===== src/rtl/adr_pkg.sv =====
package adr_pkg;

   // command codes carried on req_tuser
   localparam logic [1:0] CMD_SAMPLE = 2'd0;
   localparam logic [1:0] CMD_MIX    = 2'd1;
   localparam logic [1:0] CMD_READ   = 2'd2;

   // sample format codes, any other code decodes as pcm16
   localparam logic [1:0] FMT_PCM16 = 2'd0;
   localparam logic [1:0] FMT_PCM32 = 2'd1;
   localparam logic [1:0] FMT_FLOAT = 2'd2;

   // configuration register indexes
   localparam logic [1:0] CFG_FORMAT   = 2'd0;
   localparam logic [1:0] CFG_CHANNELS = 2'd1;
   localparam logic [1:0] CFG_STEP     = 2'd2;

   // result kinds on rsp_tuser
   localparam logic KIND_RING = 1'b0;
   localparam logic KIND_READ = 1'b1;

   localparam logic [3:0]  MAX_CHANNELS = 4'd8;
   localparam logic [18:0] STEP_MAX     = 19'd262144;
   localparam logic [16:0] MIC_GAIN     = 17'd45875;
   localparam logic [27:0] FLT_LIM      = 28'd134217727;
   localparam logic signed [23:0] Q_MAX = 24'sd8388607;
   localparam logic signed [23:0] Q_MIN = -24'sd8388608;
   localparam logic signed [35:0] SUM_LIM = 36'sd34359738367;

   // one decoded beat handed from front to back
   typedef struct packed {
      logic [1:0]         cmd;
      logic signed [27:0] q;
      logic               last;
      logic signed [23:0] gain;
      logic [15:0]        offset;
   } item_type;

   // configuration seen by the back end
   typedef struct packed {
      logic [3:0]  channels;
      logic [18:0] step;
   } cfg_type;

   typedef enum logic [3:0] {
      ST_CLEAR,
      ST_IDLE,
      ST_DIV,
      ST_SAT,
      ST_EMIT,
      ST_MOD,
      ST_IDX,
      ST_RD,
      ST_USE
   } back_state_type;

endpackage


===== src/rtl/adr_fifo.sv =====
module adr_fifo (
   input  logic              clock,
   input  logic              reset,
   input  logic              push,
   input  adr_pkg::item_type push_item,
   input  logic              pop,
   output adr_pkg::item_type head,
   output logic              empty,
   output logic              full
);
   import adr_pkg::*;

   item_type   entry_ff [2];
   logic       wr_ff;
   logic       wr_in;
   logic       rd_ff;
   logic       rd_in;
   logic [1:0] count_ff;
   logic [1:0] count_in;

   assign empty = (count_ff == 2'd0);
   assign full  = (count_ff == 2'd2);
   assign head  = entry_ff[rd_ff];

   // pointer and count update
   always_comb begin
      wr_in    = push ? ~wr_ff : wr_ff;
      rd_in    = pop ? ~rd_ff : rd_ff;
      count_in = count_ff + 2'(push) - 2'(pop);
   end

   always_ff @(posedge clock) begin
      if (reset) begin
         wr_ff    <= 1'b0;
         rd_ff    <= 1'b0;
         count_ff <= 2'd0;
      end else begin
         wr_ff    <= wr_in;
         rd_ff    <= rd_in;
         count_ff <= count_in;
      end
   end

   // entry storage
   always_ff @(posedge clock) begin
      if (push) begin
         entry_ff[wr_ff] <= push_item;
      end
   end

   a_count_range: assert property (@(posedge clock) disable iff (reset)
      count_ff <= 2'd2) else $error("queue count out of range");
   a_no_overflow: assert property (@(posedge clock) disable iff (reset)
      full |-> !push) else $error("push into full queue");
   a_no_underflow: assert property (@(posedge clock) disable iff (reset)
      pop |-> !empty) else $error("pop from empty queue");

endmodule


===== config.mk =====
export PLATFORM = sky130hd
export DESIGN_NAME = adr_fifo
export DESIGN_NICKNAME = d
export VERILOG_FILES = /design/src/rtl/adr_pkg.sv /design/src/rtl/adr_fifo.sv
export SDC_FILE = /design/constraint.sdc
export NUM_CORES = 1
export LEC_CHECK = 0
export BUFFER_PORTS_ARGS = -buffer_cell sky130_fd_sc_hd__buf_2
export CAP_MARGIN = 20
export CELL_PAD_IN_SITES_DETAIL_PLACEMENT = 1
export CELL_PAD_IN_SITES_GLOBAL_PLACEMENT = 1
export CORE_AREA = 2 2 116 118
export DETAILED_ROUTE_END_ITERATION = 12
export DIE_AREA = 0 0 118 120
export PLACE_DENSITY_LB_ADDON = 0.12
export SYNTH_ARGS = -nofsm -noshare
export SYNTH_HDL_FRONTEND = slang
export SYNTH_SLANG_ARGS = --single-unit

===== constraint.sdc =====
create_clock -name clock -period 5.6 [get_ports clock]
set_input_delay 0.56 -clock clock [delete_from_list [all_inputs] [get_ports clock]]
set_output_delay 0.56 -clock clock [all_outputs]
set_load 0.02 [all_outputs]

==> impl_metrics.csv <==
group,metric,value,unit
setup_path,r2r_slack,3.89,ns
die,die_area,14200,um2
setup_path,critPathTopFamily,"buffers and inverters",
final_layout,final_layout_size_suffix_gt1_share,60.1,%
clock_network,cts_buffers,17,
setup_path,worstPathCellList,"buf_4 > mux2_4 > buf_2",
setup_path,path_buf_inv,2,
die,num_io_pins,148,
detailed_routing,routedWlPerCell,17.2,um
setup_path,cp_max_fo,37,
sta,min_period_over_period,53.4,%
outcome,status,"completed",
yosys,synthXorXnorAreaFrac,0.703,%
job,maxCapViolations,0,
yosys,synthTopCellsByCount,"edfxtp_1, mux2_4, buf_12",
detailed_routing,dr_total_vias,2738,
final_layout,synthToLayoutAreaGrowth,24.6,%
die,initial_core_util,43.9,%
clock_network,clock_sinks,147,
yosys,ys_ff_latch,147,
setup_path,reg2reg_to,"entry_ff[0][22]",
placement,port-buffer-count,147,
power,power.total,2.72,mW
min_path,hold_end,"entry_ff[1][1]",
sta,slew_headroom,32.7,%
placement,pre_cts_ws,2.98,ns
final_layout,antenna_cells,0,
global_routing,grt_pass1_vias,2974,
setup_path,cpMaxStageDelayCell,"dfxtp_4",
die,rows,42,
yosys,synth_top_family_by_area,"multiplexers",
min_path,holdCritPathClass,"in2reg",
setup_path,cp.required,5.04,ns
power,ir_worst_vdd,0.237,mV
sta,hold_ws,0.342,ns
sta,tightestPinTransition,1.01,ns
placement,placed_cell_area,6540,um2
yosys,synth_seq_area_share,76.6,%
clock_network,cts_max_level,4,
detailed_routing,drtIter0Drc,78,
sta,fin_crit,2.99,ns
yosys,synth_warnings,0,
detailed_routing,vias_per_cell,4.63,
yosys,synth_flop_cell,"edfxtp_1",
die,core_area,13000,um2
clock_network,cts-root-buf,"clkbuf_16",
setup_path,reg2reg_from,"wr_ff",
setup_path,cp-end-kind,"output port",
sta,rsz0062_at_grt,"false",
yosys,synthAdderAreaFrac,0.439,%
die,die_h,120,um
yosys,synth-edff-count,142,
detailed_routing,dr.pass1.iters,6,
clock_network,clk_pin_slew_worst_paths,0.05,ns
sta,fin_tns_setup,0,ns
clock_network,cts_resized,0,
yosys,yosys-mux-area-fraction,18.7,%
yosys,synth.top_cell.area_share,74.9,%
clock_network,tritoncts,"done",
yosys,syn-cell-area,5690,um2
sta,final.setup.worst_slack,2.61,ns
clock_network,insertion_delay,0.40,ns
sta,max_freq,334,MHz
setup_path,slowest_delay,0.82,ns
yosys,synth.most_common_cell,"edfxtp_1",
setup_path,crit_type,"reg2out",
global_routing,overflow,0,
setup_path,start_kind,"flip-flop",
setup_path,arrival,2.43,ns
global_routing,grt_pass1_wl,15500,um
clock_network,cts.path.max_buffers,2,
sta,maxSlewViolCount,0,
yosys,async_flop_share,0,%
die,die_x,118,um
final_layout,fin_area,7100,um2
global_routing,grt_util_all_layers,14.8,%
min_path,min_delay_path_depth,1,
yosys,synth_top_area_cell,"edfxtp_1",
sta,finalHoldViolCount,0,
yosys,synth_compound_area_share,0,%
detailed_routing,drc,0,
global_routing,antenna_found_initial,0,
sta,finClkSkew,0.00383,ns
final_layout,fin_nets,480,
yosys,synth_area_per_cell,23.5,um2
power,p_per_area,384,nW/um2
clock_network,hold_buffers,0,
min_path,hp-start,"push_item[1]",
sta,setup_viol,0,
clock_network,post_cts_buffers,0,
placement,gp_congestion,0.701,
setup_path,reg2reg_depth,2,
global_routing,grt_start_max_net_pins,72,
yosys,yosys.area_share.simple,0.769,%
detailed_routing,ant_nets,0,
power,p_leak,2.84,nW
yosys,ys_types,13,
yosys,synth_area_leaders,"edfxtp_1, mux2_4, buf_12",
yosys,syn_inst,242,
detailed_routing,totalWireLength,10200,um
yosys,syn_nets,319,
==> through the flow <==
| step | util, % | std cells |
|---|---|---|
| 2_1_floorplan | - | 242 |
| 3_3_place_gp | 50.3 | 560 |
| 3_5_place_dp | 50.3 | 560 |
| 4_1_cts | 54.7 | 592 |
| 5_1_grt | 54.7 | 592 |
| 6_report | 54.7 | 592 |
==> worst max-delay path by stage <==
stage / start / endpoint / slack (ns) / cells after the start
finish: flip-flop / head[22] / 2.61 / 3
detailed placement: flip-flop / head[22] / 2.98 / 3
floorplan: push / entry_ff[0][0] / 1.42 / 1
global route: flip-flop / head[22] / 2.48 / 3
CTS: flip-flop / head[22] / 2.53 / 3
global placement: flip-flop / head[22] / 2.97 / 3
==> cells by family after synthesis <==
logic type | count (synthesis)
fa+ha+maj | 2
mux | 71
xor+xnor | 3
flops | 147
simple gates | 9
buf+inv | 10
==> final cells by class <==
cell class / instances / area [um2]
Clock buffer: 28 / 517
Sequential cell: 147 / 4370
Clock inverter: 4 / 45.0
Tap cell: 176 / 220
Multi-Input combinational cell: 85 / 1180
Timing Repair Buffer: 150 / 758
Fill cell: 1236 / 5880
Inverter: 2 / 7.51
==> layer usage <==
layer	track usage, %	up-vias	share of wire [%]
met5	0	-	0
met2	25.1	100	52
li1	-	1275	-
met3	5.75	19	6.7
met1	16.4	1344	40
met4	6.63	0	2.0
==> state kept, by name, summed over array words and instances (netlist names), named ones only <==
signal	cells
count_ff	2
rd_ff	1
wr_ff	1
entry_ff	142
==> worst register-to-register path, stage by stage (launching register included) <==
cell and delay (ns):
dfxtp_1 0.35, nor2b_4 0.52, buf_4 0.48
==> placed cells by master, fill, tap and decap left out <==
cell type | synthesis | final
nor2_1 | 5 | 5
ha_1 | 2 | 2
inv_1 | 2 | 2
xnor3_1 | 1 | 1
xnor2_1 | 2 | 2
bufinv_16 | 0 | 1
mux2_2 | 1 | 1
clkbuf_1 | 0 | 6
mux2_4 | 70 | 70
nor2b_1 | 3 | 2
buf_2 | 0 | 147
edfxtp_1 | 142 | 142
clkbuf_16 | 0 | 17
dfxtp_4 | 0 | 1
nor2b_4 | 0 | 1
dfxtp_1 | 5 | 4
clkinv_2 | 0 | 3
buf_4 | 0 | 3
clkbuf_8 | 0 | 5
and2_4 | 0 | 1
==> power breakdown <==
group / switching [mW] / leakage, nW / internal [mW]
combinational: 0.182 / 1.19 / 0.163
clock: 0.389 / 0.278 / 0.669
sequential: 0.0342 / 1.37 / 1.29
No activity file was read; power rests on OpenSTA's default activity.
