<file path="src/rtl/adr_pkg.sv">
package adr_pkg;

   // command codes carried on req_tuser
   localparam logic [1:0] CMD_SAMPLE = 2'd0;
   localparam logic [1:0] CMD_MIX    = 2'd1;
   localparam logic [1:0] CMD_READ   = 2'd2;

   // sample format codes, any other code decodes as pcm16
   localparam logic [1:0] FMT_PCM16 = 2'd0;
   localparam logic [1:0] FMT_PCM32 = 2'd1;
   localparam logic [1:0] FMT_FLOAT = 2'd2;

   // configuration register indexes
   localparam logic [1:0] CFG_FORMAT   = 2'd0;
   localparam logic [1:0] CFG_CHANNELS = 2'd1;
   localparam logic [1:0] CFG_STEP     = 2'd2;

   // result kinds on rsp_tuser
   localparam logic KIND_RING = 1'b0;
   localparam logic KIND_READ = 1'b1;

   localparam logic [3:0]  MAX_CHANNELS = 4'd8;
   localparam logic [18:0] STEP_MAX     = 19'd262144;
   localparam logic [16:0] MIC_GAIN     = 17'd45875;
   localparam logic [27:0] FLT_LIM      = 28'd134217727;
   localparam logic signed [23:0] Q_MAX = 24'sd8388607;
   localparam logic signed [23:0] Q_MIN = -24'sd8388608;
   localparam logic signed [35:0] SUM_LIM = 36'sd34359738367;

   // one decoded beat handed from front to back
   typedef struct packed {
      logic [1:0]         cmd;
      logic signed [27:0] q;
      logic               last;
      logic signed [23:0] gain;
      logic [15:0]        offset;
   } item_type;

   // configuration seen by the back end
   typedef struct packed {
      logic [3:0]  channels;
      logic [18:0] step;
   } cfg_type;

   typedef enum logic [3:0] {
      ST_CLEAR,
      ST_IDLE,
      ST_DIV,
      ST_SAT,
      ST_EMIT,
      ST_MOD,
      ST_IDX,
      ST_RD,
      ST_USE
   } back_state_type;

endpackage

</file>
<file path="src/rtl/adr_front.sv">
module adr_front (
   input  logic [1:0]       fmt,
   input  logic [1:0]       command,
   input  logic [31:0]      sample,
   input  logic             last_channel,
   input  logic [23:0]      mic_sample,
   input  logic [15:0]      back_offset,
   output adr_pkg::item_type item
);
   import adr_pkg::*;

   logic [7:0]         ex;
   logic [22:0]        man;
   logic [23:0]        mant;
   logic [27:0]        mag;
   logic signed [27:0] fq;
   logic signed [27:0] q;
   logic signed [40:0] prod;

   // float32 bits to q5.23, truncated toward zero, saturated
   always_comb begin
      ex   = sample[30:23];
      man  = sample[22:0];
      mant = {1'b1, man};
      if (ex == 8'd255) begin
         mag = (man != 23'd0) ? 28'd0 : FLT_LIM;
      end else if (ex == 8'd0) begin
         mag = 28'd0;
      end else if (ex >= 8'd131) begin
         mag = FLT_LIM;
      end else if (ex >= 8'd127) begin
         mag = 28'(mant) << 2'(ex - 8'd127);
      end else if (ex <= 8'd103) begin
         mag = 28'd0;
      end else begin
         mag = 28'(mant >> 5'(8'd127 - ex));
      end
      fq = sample[31] ? -$signed(mag) : $signed(mag);
   end

   // format select
   always_comb begin
      case (fmt)
         FMT_PCM32: q = 28'($signed(sample[31:8]));
         FMT_FLOAT: q = fq;
         default:   q = $signed({{4{sample[15]}}, sample[15:0], 8'd0});
      endcase
   end

   // mic gain of 0.7, truncated toward zero
   always_comb begin
      prod = $signed(mic_sample) * $signed(MIC_GAIN);
      if (prod < 0) begin
         prod = prod + 41'sd65535;
      end
   end

   always_comb begin
      item.cmd    = command;
      item.q      = q;
      item.last   = last_channel;
      item.gain   = prod[39:16];
      item.offset = back_offset;
   end

endmodule

</file>
<file path="config.mk">
export PLATFORM = sky130hd
export DESIGN_NAME = adr_front
export DESIGN_NICKNAME = d
export VERILOG_FILES = /design/src/rtl/adr_pkg.sv /design/src/rtl/adr_front.sv
export SDC_FILE = /design/constraint.sdc
export NUM_CORES = 1
export LEC_CHECK = 0
export BUFFER_PORTS_ARGS = -buffer_cell sky130_fd_sc_hd__buf_2
export CAP_MARGIN = 20
export CORE_MARGIN = 1.5
export CORE_UTILIZATION = 57
export DETAILED_ROUTE_END_ITERATION = 8
export PLACE_DENSITY_LB_ADDON = 0.3
export SYNTH_ARGS = -nofsm -noshare
export SYNTH_HDL_FRONTEND = slang
export SYNTH_SLANG_ARGS = --single-unit
</file>
<file path="constraint.sdc">
create_clock -name vclk -period 15.56
set_clock_uncertainty 0.05 [all_clocks]
set_input_delay 4.668 -clock vclk [all_inputs]
set_output_delay 4.668 -clock vclk [all_outputs]
set_load 0.01 [all_outputs]
</file>
==> flow_metrics.py, run 1 <==
metrics = {
    "yosys": {
        "synth_cell_types": 76,
        "synth_most_common_cell": "inv_1",
        "avgSynthCellArea_sq_um": 8.02,
        "ys_warn_count": 0,
        "ys_top_cells_by_count": "inv_1 (251), fa_1 (145), ha_1 (142)",
        "yosysTopAreaCellShare_pct": 23.9,
        "synth.net_count": 1881,
        "synthTopCellsByArea": "fa_1 (24%), ha_1 (15%), inv_1 (7.7%), mux4_2 (5.2%), xnor2_1 (4.0%)",
        "netlist_instances": 1517,
        "synth_top_area_cell": "fa_1",
        "ys_seq_area_share_pct": 0,
        "synthesis.area_sq_um": 12200,
    },
    "die": {
        "die_y_um": 149,
        "start_util_pct": 58.1,
        "core_area_sq_um": 21000,
        "rows": 53,
        "io_pins": 148,
        "die-area_sq_um": 22200,
        "dieWidth_um": 149,
    },
    "route": {
        "drc": 0,
        "wire_per_inst_um": 21.3,
        "dr.pass1.iters": 5,
        "initialDrtViolationCount": 1105,
        "viasPerCell": 6.20,
        "routed_wl_um": 42800,
        "ant_nets": 0,
        "dr_total_vias": 12400,
    },
    "hold_path": {
        "hp-class": "in2out",
        "holdPathStages": 0,
        "hp-start": "back_offset[10]",
    },
    "job": {
        "max-cap-violations": 0,
    },
    "setup_path": {
        "critPathArrivalTime_ns": 10.89,
        "crit_fanout": 5,
        "cp-start-kind": "input port",
        "worst-setup-path-type": "in2out",
        "cp-startpoint": "mic_sample[16]",
        "required_ns": 10.84,
        "worst_setup_path_end_kind": "primary output",
    },
    "timing": {
        "rsz0062_at_grt": "yes",
        "finalSetupViolCount": 2,
        "fin_setup_tns_ns": -0.0492,
        "max_freq_ghz": 0.0641,
        "hold_viol_final": 0,
        "maxSlewViolCount": 0,
        "worst_pin_slew_ns": 1.01,
        "fin_crit_sh_pct": 100,
        "period_needed_ns": 15.60,
        "fin_ws_ns": -0.0441,
        "relSlewSlack_pct": 32.4,
    },
    "final_layout": {
        "area_delta_synth_final_pct": 22.0,
        "n_sequential_cell": 0,
        "drive_above_1_share_pct": 27.2,
        "diodes": 0,
        "nClkBuffers": 0,
        "final_cells": 2007,
        "seq_area_sq_um": 0,
        "nets": 2098,
    },
    "placed_design": {
        "numPortBuffers": 110,
        "gp_congestion": 1.03,
        "numPlacedInstances": 1987,
        "post-dp-hpwl_um": 34300,
    },
    "outcome": {
        "status": "finished, violations left",
        "violations": "setup timing",
    },
    "global_route": {
        "grt.overflow.total": 0,
        "grt_use_total_pct": 38.5,
        "grt_pass1_wl_um": 66200,
        "antenna_found_initial": 0,
        "grt_max_degree": 39,
        "grt_pass1_vias": 12300,
    },
}
routing by layer:
layer	share of wire [%]	track usage (%)	vias up
met3	10	8.17	85
met4	2.6	8.71	2
met5	0.17	2.50	-
met2	45	60.2	637
met1	43	54.6	6063
li1	-	-	5662
logic make-up after synthesis:
group	count (synthesis)	synth area share (%)
compound gates	338	18.4
xor+xnor	87	6.26
fa+ha+maj	287	38.5
buf+inv	348	11.6
mux	73	9.55
simple gates	384	15.7
cells in the final DEF (no fill, tap or decap), types with 13 or more instances in the layout:
| cell type | Yosys | layout |
|---|---|---|
| o221ai_1 | 15 | 14 |
| nand3_1 | 31 | 30 |
| nor4_1 | 20 | 16 |
| buf_4 | 20 | 198 |
| o21ai_0 | 70 | 62 |
| o211ai_1 | 16 | 16 |
| mux4_2 | 28 | 28 |
| a21oi_1 | 88 | 76 |
| a211oi_1 | 14 | 13 |
| ha_1 | 142 | 102 |
| and3_1 | 15 | 14 |
| a21o_1 | 19 | 19 |
| nor3_1 | 27 | 25 |
| xnor2_1 | 55 | 49 |
| fa_1 | 145 | 145 |
| nand2_1 | 118 | 116 |
| nor2_1 | 76 | 73 |
| xor2_1 | 32 | 31 |
| o31ai_1 | 15 | 15 |
| inv_1 | 251 | 238 |
| mux2i_1 | 31 | 31 |
| ha_4 | 0 | 34 |
| buf_2 | 16 | 106 |
| and2_1 | 13 | 13 |
| nor2b_1 | 13 | 13 |
final timing paths:
| kind | end | slack (ns) |
|---|---|---|
| max | item[37] | -0.04 |
| min | item[10] | 9.29 |
final cells by class:
type	count	area, sq um
fillers	1622	6110
inverters	252	951
multi-input cells	1169	11500
well taps	275	344
repair buffers	311	2100
critical path, stage by stage:
cell and delay [ns]:
buf_2 0.15, ha_4 0.26, fa_1 0.58, fa_1 0.45, fa_1 0.48, fa_1 0.55
inv_1 0.06, fa_1 0.55, inv_1 0.07, ha_4 0.29, nand4_1 0.16, nor4_2 0.21
o21ai_1 0.13, or3_1 0.36, o211ai_1 0.31, o22ai_2 0.18, nor4_4 0.31, and4b_2 0.33
or4b_4 0.51, xnor2_2 0.15, buf_2 0.14
metrics by stage:
stage | cell area (sq um) | utilization (%) | setup WS, ns | hold WS [ns]
final | 14800 | 70.9 | -0.0441 | 9.29
after global routing | 14800 | 70.9 | -0.259 | 9.29
after CTS | 14400 | 68.9 | -0.00392 | 9.29
after detailed placement | 14000 | 66.6 | -0.474 | 9.29
after global placement | 14000 | 66.6 | -0.385 | 9.29
after floorplan | 12200 | - | 0.0118 | 9.38
repair_timing:
| action | 4_1_cts | 5_1_grt |
|---|---|---|
| setup endpoints to repair | 15 | 18 |
| hold buffers | 0 | 0 |
| gates resized for setup | 56 | 72 |
| pin swaps | 30 | 63 |
| buffers inserted | 7 | 13 |
Power of run 1 is not shown: default switching activity piles up to over one toggle a cycle in this logic, so the estimate is an artifact.
==> run 2, diff against run 1 <==
SETUP_SLACK_MARGIN = 0.4   (was default)
==> flow_metrics.py, run 2 (synthesis results as in run 1) <==
metrics = {
    "route": {
        "drc": 0,
        "viasPerCell": 6.45,
        "dr_total_vias": 13000,
        "ant_nets": 0,
        "initialDrtViolationCount": 1181,
        "routed_wl_um": 47200,
        "wire_per_inst_um": 23.4,
        "dr.pass1.iters": 6,
    },
    "final_layout": {
        "drive_above_1_share_pct": 32.9,
        "area_delta_synth_final_pct": 29.7,
        "final_common_cell": "inv_1",
        "layout_common_cells": "inv_1 (237), buf_4 (204), fa_1 (138)",
        "fin_util_pct": 75.3,
        "seq_area_sq_um": 0,
        "nClkBuffers": 0,
        "multiInputGateArea_sq_um": 12200,
        "nets": 2113,
        "n_sequential_cell": 0,
        "fin_area_sq_um": 15800,
        "diodes": 0,
        "fillers": 1498,
    },
    "setup_path": {
        "critPathArrivalTime_ns": 10.92,
        "crit_fanout": 4,
        "required_ns": 10.84,
        "cp-start-kind": "input port",
        "worst-setup-path-type": "in2out",
        "worst_setup_path_end_kind": "primary output",
    },
    "placed_design": {
        "place_ws_ns": -0.319,
        "gp_congestion": 1.04,
        "placed_cell_area_sq_um": 14000,
        "post-dp-hpwl_um": 34100,
        "numPortBuffers": 110,
    },
    "hold_path": {
        "hp-class": "in2out",
    },
    "global_route": {
        "grt_pass1_vias": 13100,
        "grt_use_total_pct": 40.3,
        "antenna_found_initial": 1,
        "grt.overflow.total": 0,
        "grt_pass1_wl_um": 69400,
        "grt_max_degree": 40,
    },
    "timing": {
        "period_needed_ns": 15.64,
        "maxSlewViolCount": 0,
        "relSlewSlack_pct": 34.2,
        "finalSetupViolCount": 4,
        "fin_crit_sh_pct": 101,
        "fin_ws_ns": -0.0812,
        "worst_pin_slew_ns": 0.975,
        "rsz0062_at_grt": "yes",
        "hold_viol_final": 0,
        "max_freq_ghz": 0.0639,
    },
    "die": {
        "die-area_sq_um": 22200,
        "start_util_pct": 58.1,
        "die_y_um": 149,
        "rows": 53,
        "io_pins": 148,
        "dieWidth_um": 149,
        "core_area_sq_um": 21000,
    },
    "cts": {
        "cts_hold_buf": 0,
    },
    "outcome": {
        "status": "finished, violations left",
        "violations": "setup timing",
    },
    "job": {
        "max-cap-violations": 0,
    },
}
-- run 2: path summary, 6_finish.rpt --
| check | startpoint | end | slack (ns) | depth (start not counted) |
|---|---|---|---|---|
| max | mic_sample[22] | item[37] | -0.08 | 24 |
| min | back_offset[12] | item[12] | 9.29 | 0 |
-- run 2: per-stage QoR --
step,setup TNS (ns),hold WS [ns],instances
after floorplan,0,9.38,1517
after global placement,-0.591,9.29,1962
after detailed placement,-1.17,9.29,1962
after CTS,0,9.29,2009
after global routing,-1.03,9.29,2022
final,-0.201,9.29,2022
-- run 2: layout make-up --
class	count	share of cell area, %
well taps	275	2.18
multi-input cells	1169	77.2
repair buffers	326	14.6
inverters	252	6.05
-- run 2: layer usage --
metal	GRT usage [%]	up-vias	share of wire, %
met1	47.7	6215	35
met2	69.2	820	48
met5	0	-	0
met4	24.0	0	8.3
li1	-	5700	-
met3	6.24	304	8.7
-- run 2: what timing repair did --
item | 4_1_cts | 5_1_grt
pin swaps | 92 | 62
endpoints found under the setup margin | 24 | 24
gates resized for setup | 178 | 82
hold endpoints to repair | 0 | 0
buffers inserted | 47 | 13
-- run 2: critical path, cell delays in order --
cell	delay, ns
buf_8	0.08
clkinvlp_4	0.12
ha_4	0.31
inv_6	0.04
fa_1	0.50
fa_2	0.56
fa_2	0.45
fa_1	0.51
inv_1	0.06
fa_1	0.49
inv_2	0.05
ha_4	0.26
a21oi_4	0.15
o21ai_1	0.12
nor2b_1	0.16
o32ai_2	0.31
o211ai_1	0.21
buf_4	0.19
o21a_1	0.19
nor4_2	0.30
and4b_2	0.34
or4b_4	0.52
xnor2_4	0.18
buf_6	0.12
Power of run 2 is left out for the same reason.
==> run 3, diff against run 2 <==
==> constraint.sdc (replaced) <==
create_clock -name vclk -period 15.56
set_clock_uncertainty 0.05 [all_clocks]
set_input_delay 0.778 -clock vclk [all_inputs]
set_output_delay 0.778 -clock vclk [all_outputs]
set_load 0.01 [all_outputs]
==> flow_metrics.py, run 3 (synthesis results as in run 1) <==
metrics = {
    "timing": {
        "worst_pin_slew_ns": 1.06,
        "fin_setup_tns_ns": 0,
        "rsz0062_at_grt": "no",
        "fin_crit_sh_pct": 60.9,
        "worst_hold_slack_ns": 1.51,
        "maxSlewViolCount": 0,
        "finalSetupViolCount": 0,
        "relSlewSlack_pct": 28.4,
        "hold_viol_final": 0,
        "max_freq_ghz": 0.106,
        "period_needed_ns": 9.48,
    },
    "route": {
        "drc": 0,
        "wire_per_inst_um": 21.0,
        "initialDrtViolationCount": 918,
        "dr_total_vias": 11400,
        "dr.pass1.iters": 5,
        "routed_wl_um": 38200,
        "ant_nets": 0,
        "viasPerCell": 6.30,
    },
    "global_route": {
        "grt_max_degree": 56,
        "grt_pass1_wl_um": 61000,
        "grt_pass1_vias": 11200,
        "antenna_found_initial": 0,
        "grt_use_total_pct": 35.4,
        "grt.overflow.total": 0,
    },
    "cts": {
        "cts_resized": 0,
        "cts_hold_buf": 0,
        "cts_setup_buffers": 0,
    },
    "final_layout": {
        "diodes": 0,
        "layout_common_cells": "inv_1 (251), fa_1 (145), ha_1 (142)",
        "final_common_cell": "inv_1",
        "area_delta_synth_final_pct": 3.91,
        "seq_area_sq_um": 0,
        "fillers": 1962,
        "nClkBuffers": 0,
        "nets": 1904,
        "n_sequential_cell": 0,
        "drive_above_1_share_pct": 11.6,
        "fin_util_pct": 60.3,
    },
    "setup_path": {
        "worst-setup-path-type": "in2out",
        "cp-start-kind": "input port",
        "critPathArrivalTime_ns": 8.65,
        "crit_fanout": 26,
        "required_ns": 14.73,
        "worst_setup_path_end_kind": "primary output",
    },
    "die": {
        "die_y_um": 149,
        "start_util_pct": 58.1,
        "rows": 53,
        "dieWidth_um": 149,
        "core_area_sq_um": 21000,
        "io_pins": 148,
        "die-area_sq_um": 22200,
    },
    "placed_design": {
        "numPortBuffers": 110,
        "gp_congestion": 1.02,
        "post-dp-hpwl_um": 31800,
    },
    "outcome": {
        "status": "complete, no violations",
    },
    "hold_path": {
        "holdPathStages": 0,
        "hp-class": "in2out",
    },
    "job": {
        "max-cap-violations": 0,
    },
}
-- run 3: per-layer routing --
metal  vias to the layer above  part of all wire (%)  GRT usage (%)
met5                         -                     0              0
met4                         0                   1.6           5.40
met3                        56                    12           10.4
met2                       606                    42           51.9
met1                      5476                    44           52.3
li1                       5275                     -              -
-- run 3: worst max-delay path, cell delays in order --
cell      delay [ns]
buf_2           0.45
ha_1            0.37
inv_1           0.22
fa_1            0.45
fa_1            0.49
fa_1            0.54
fa_1            0.54
inv_1           0.05
fa_1            0.54
inv_1           0.04
ha_1            0.38
nand4_1         0.18
nor4_1          0.30
o21ai_0         0.21
or3_1           0.37
o211ai_1        0.51
o22ai_1         0.37
nor4_1          0.42
and4b_1         0.43
or4b_2          0.63
xnor2_1         0.18
buf_2           0.16
-- run 3: worst paths after layout --
path                        start        to  slack, ns
hold / removal    back_offset[10]  item[10]       1.51
setup / recovery   mic_sample[23]  item[37]       6.08
-- run 3: final cells by class --
type | instances | area [sq um] | share of cell area, %
Inverter | 252 | 946 | 7.48
Timing Repair Buffer | 117 | 603 | 4.77
Multi-Input combinational cell | 1169 | 10800 | 85.0
Tap cell | 275 | 344 | 2.72
-- run 3: metrics by stage --
| step | cell area [sq um] | setup slack, ns | instances |
|---|---|---|---|
| 6_report | 12600 | 6.08 | 1813 |
| 5_1_grt | 12600 | 5.70 | 1813 |
| 4_1_cts | 12600 | 6.17 | 1813 |
| 3_5_place_dp | 12600 | 6.23 | 1813 |
| 3_3_place_gp | 12600 | 6.30 | 1813 |
| 2_1_floorplan | 12200 | 7.67 | 1517 |
Power of run 3 is left out for the same reason.
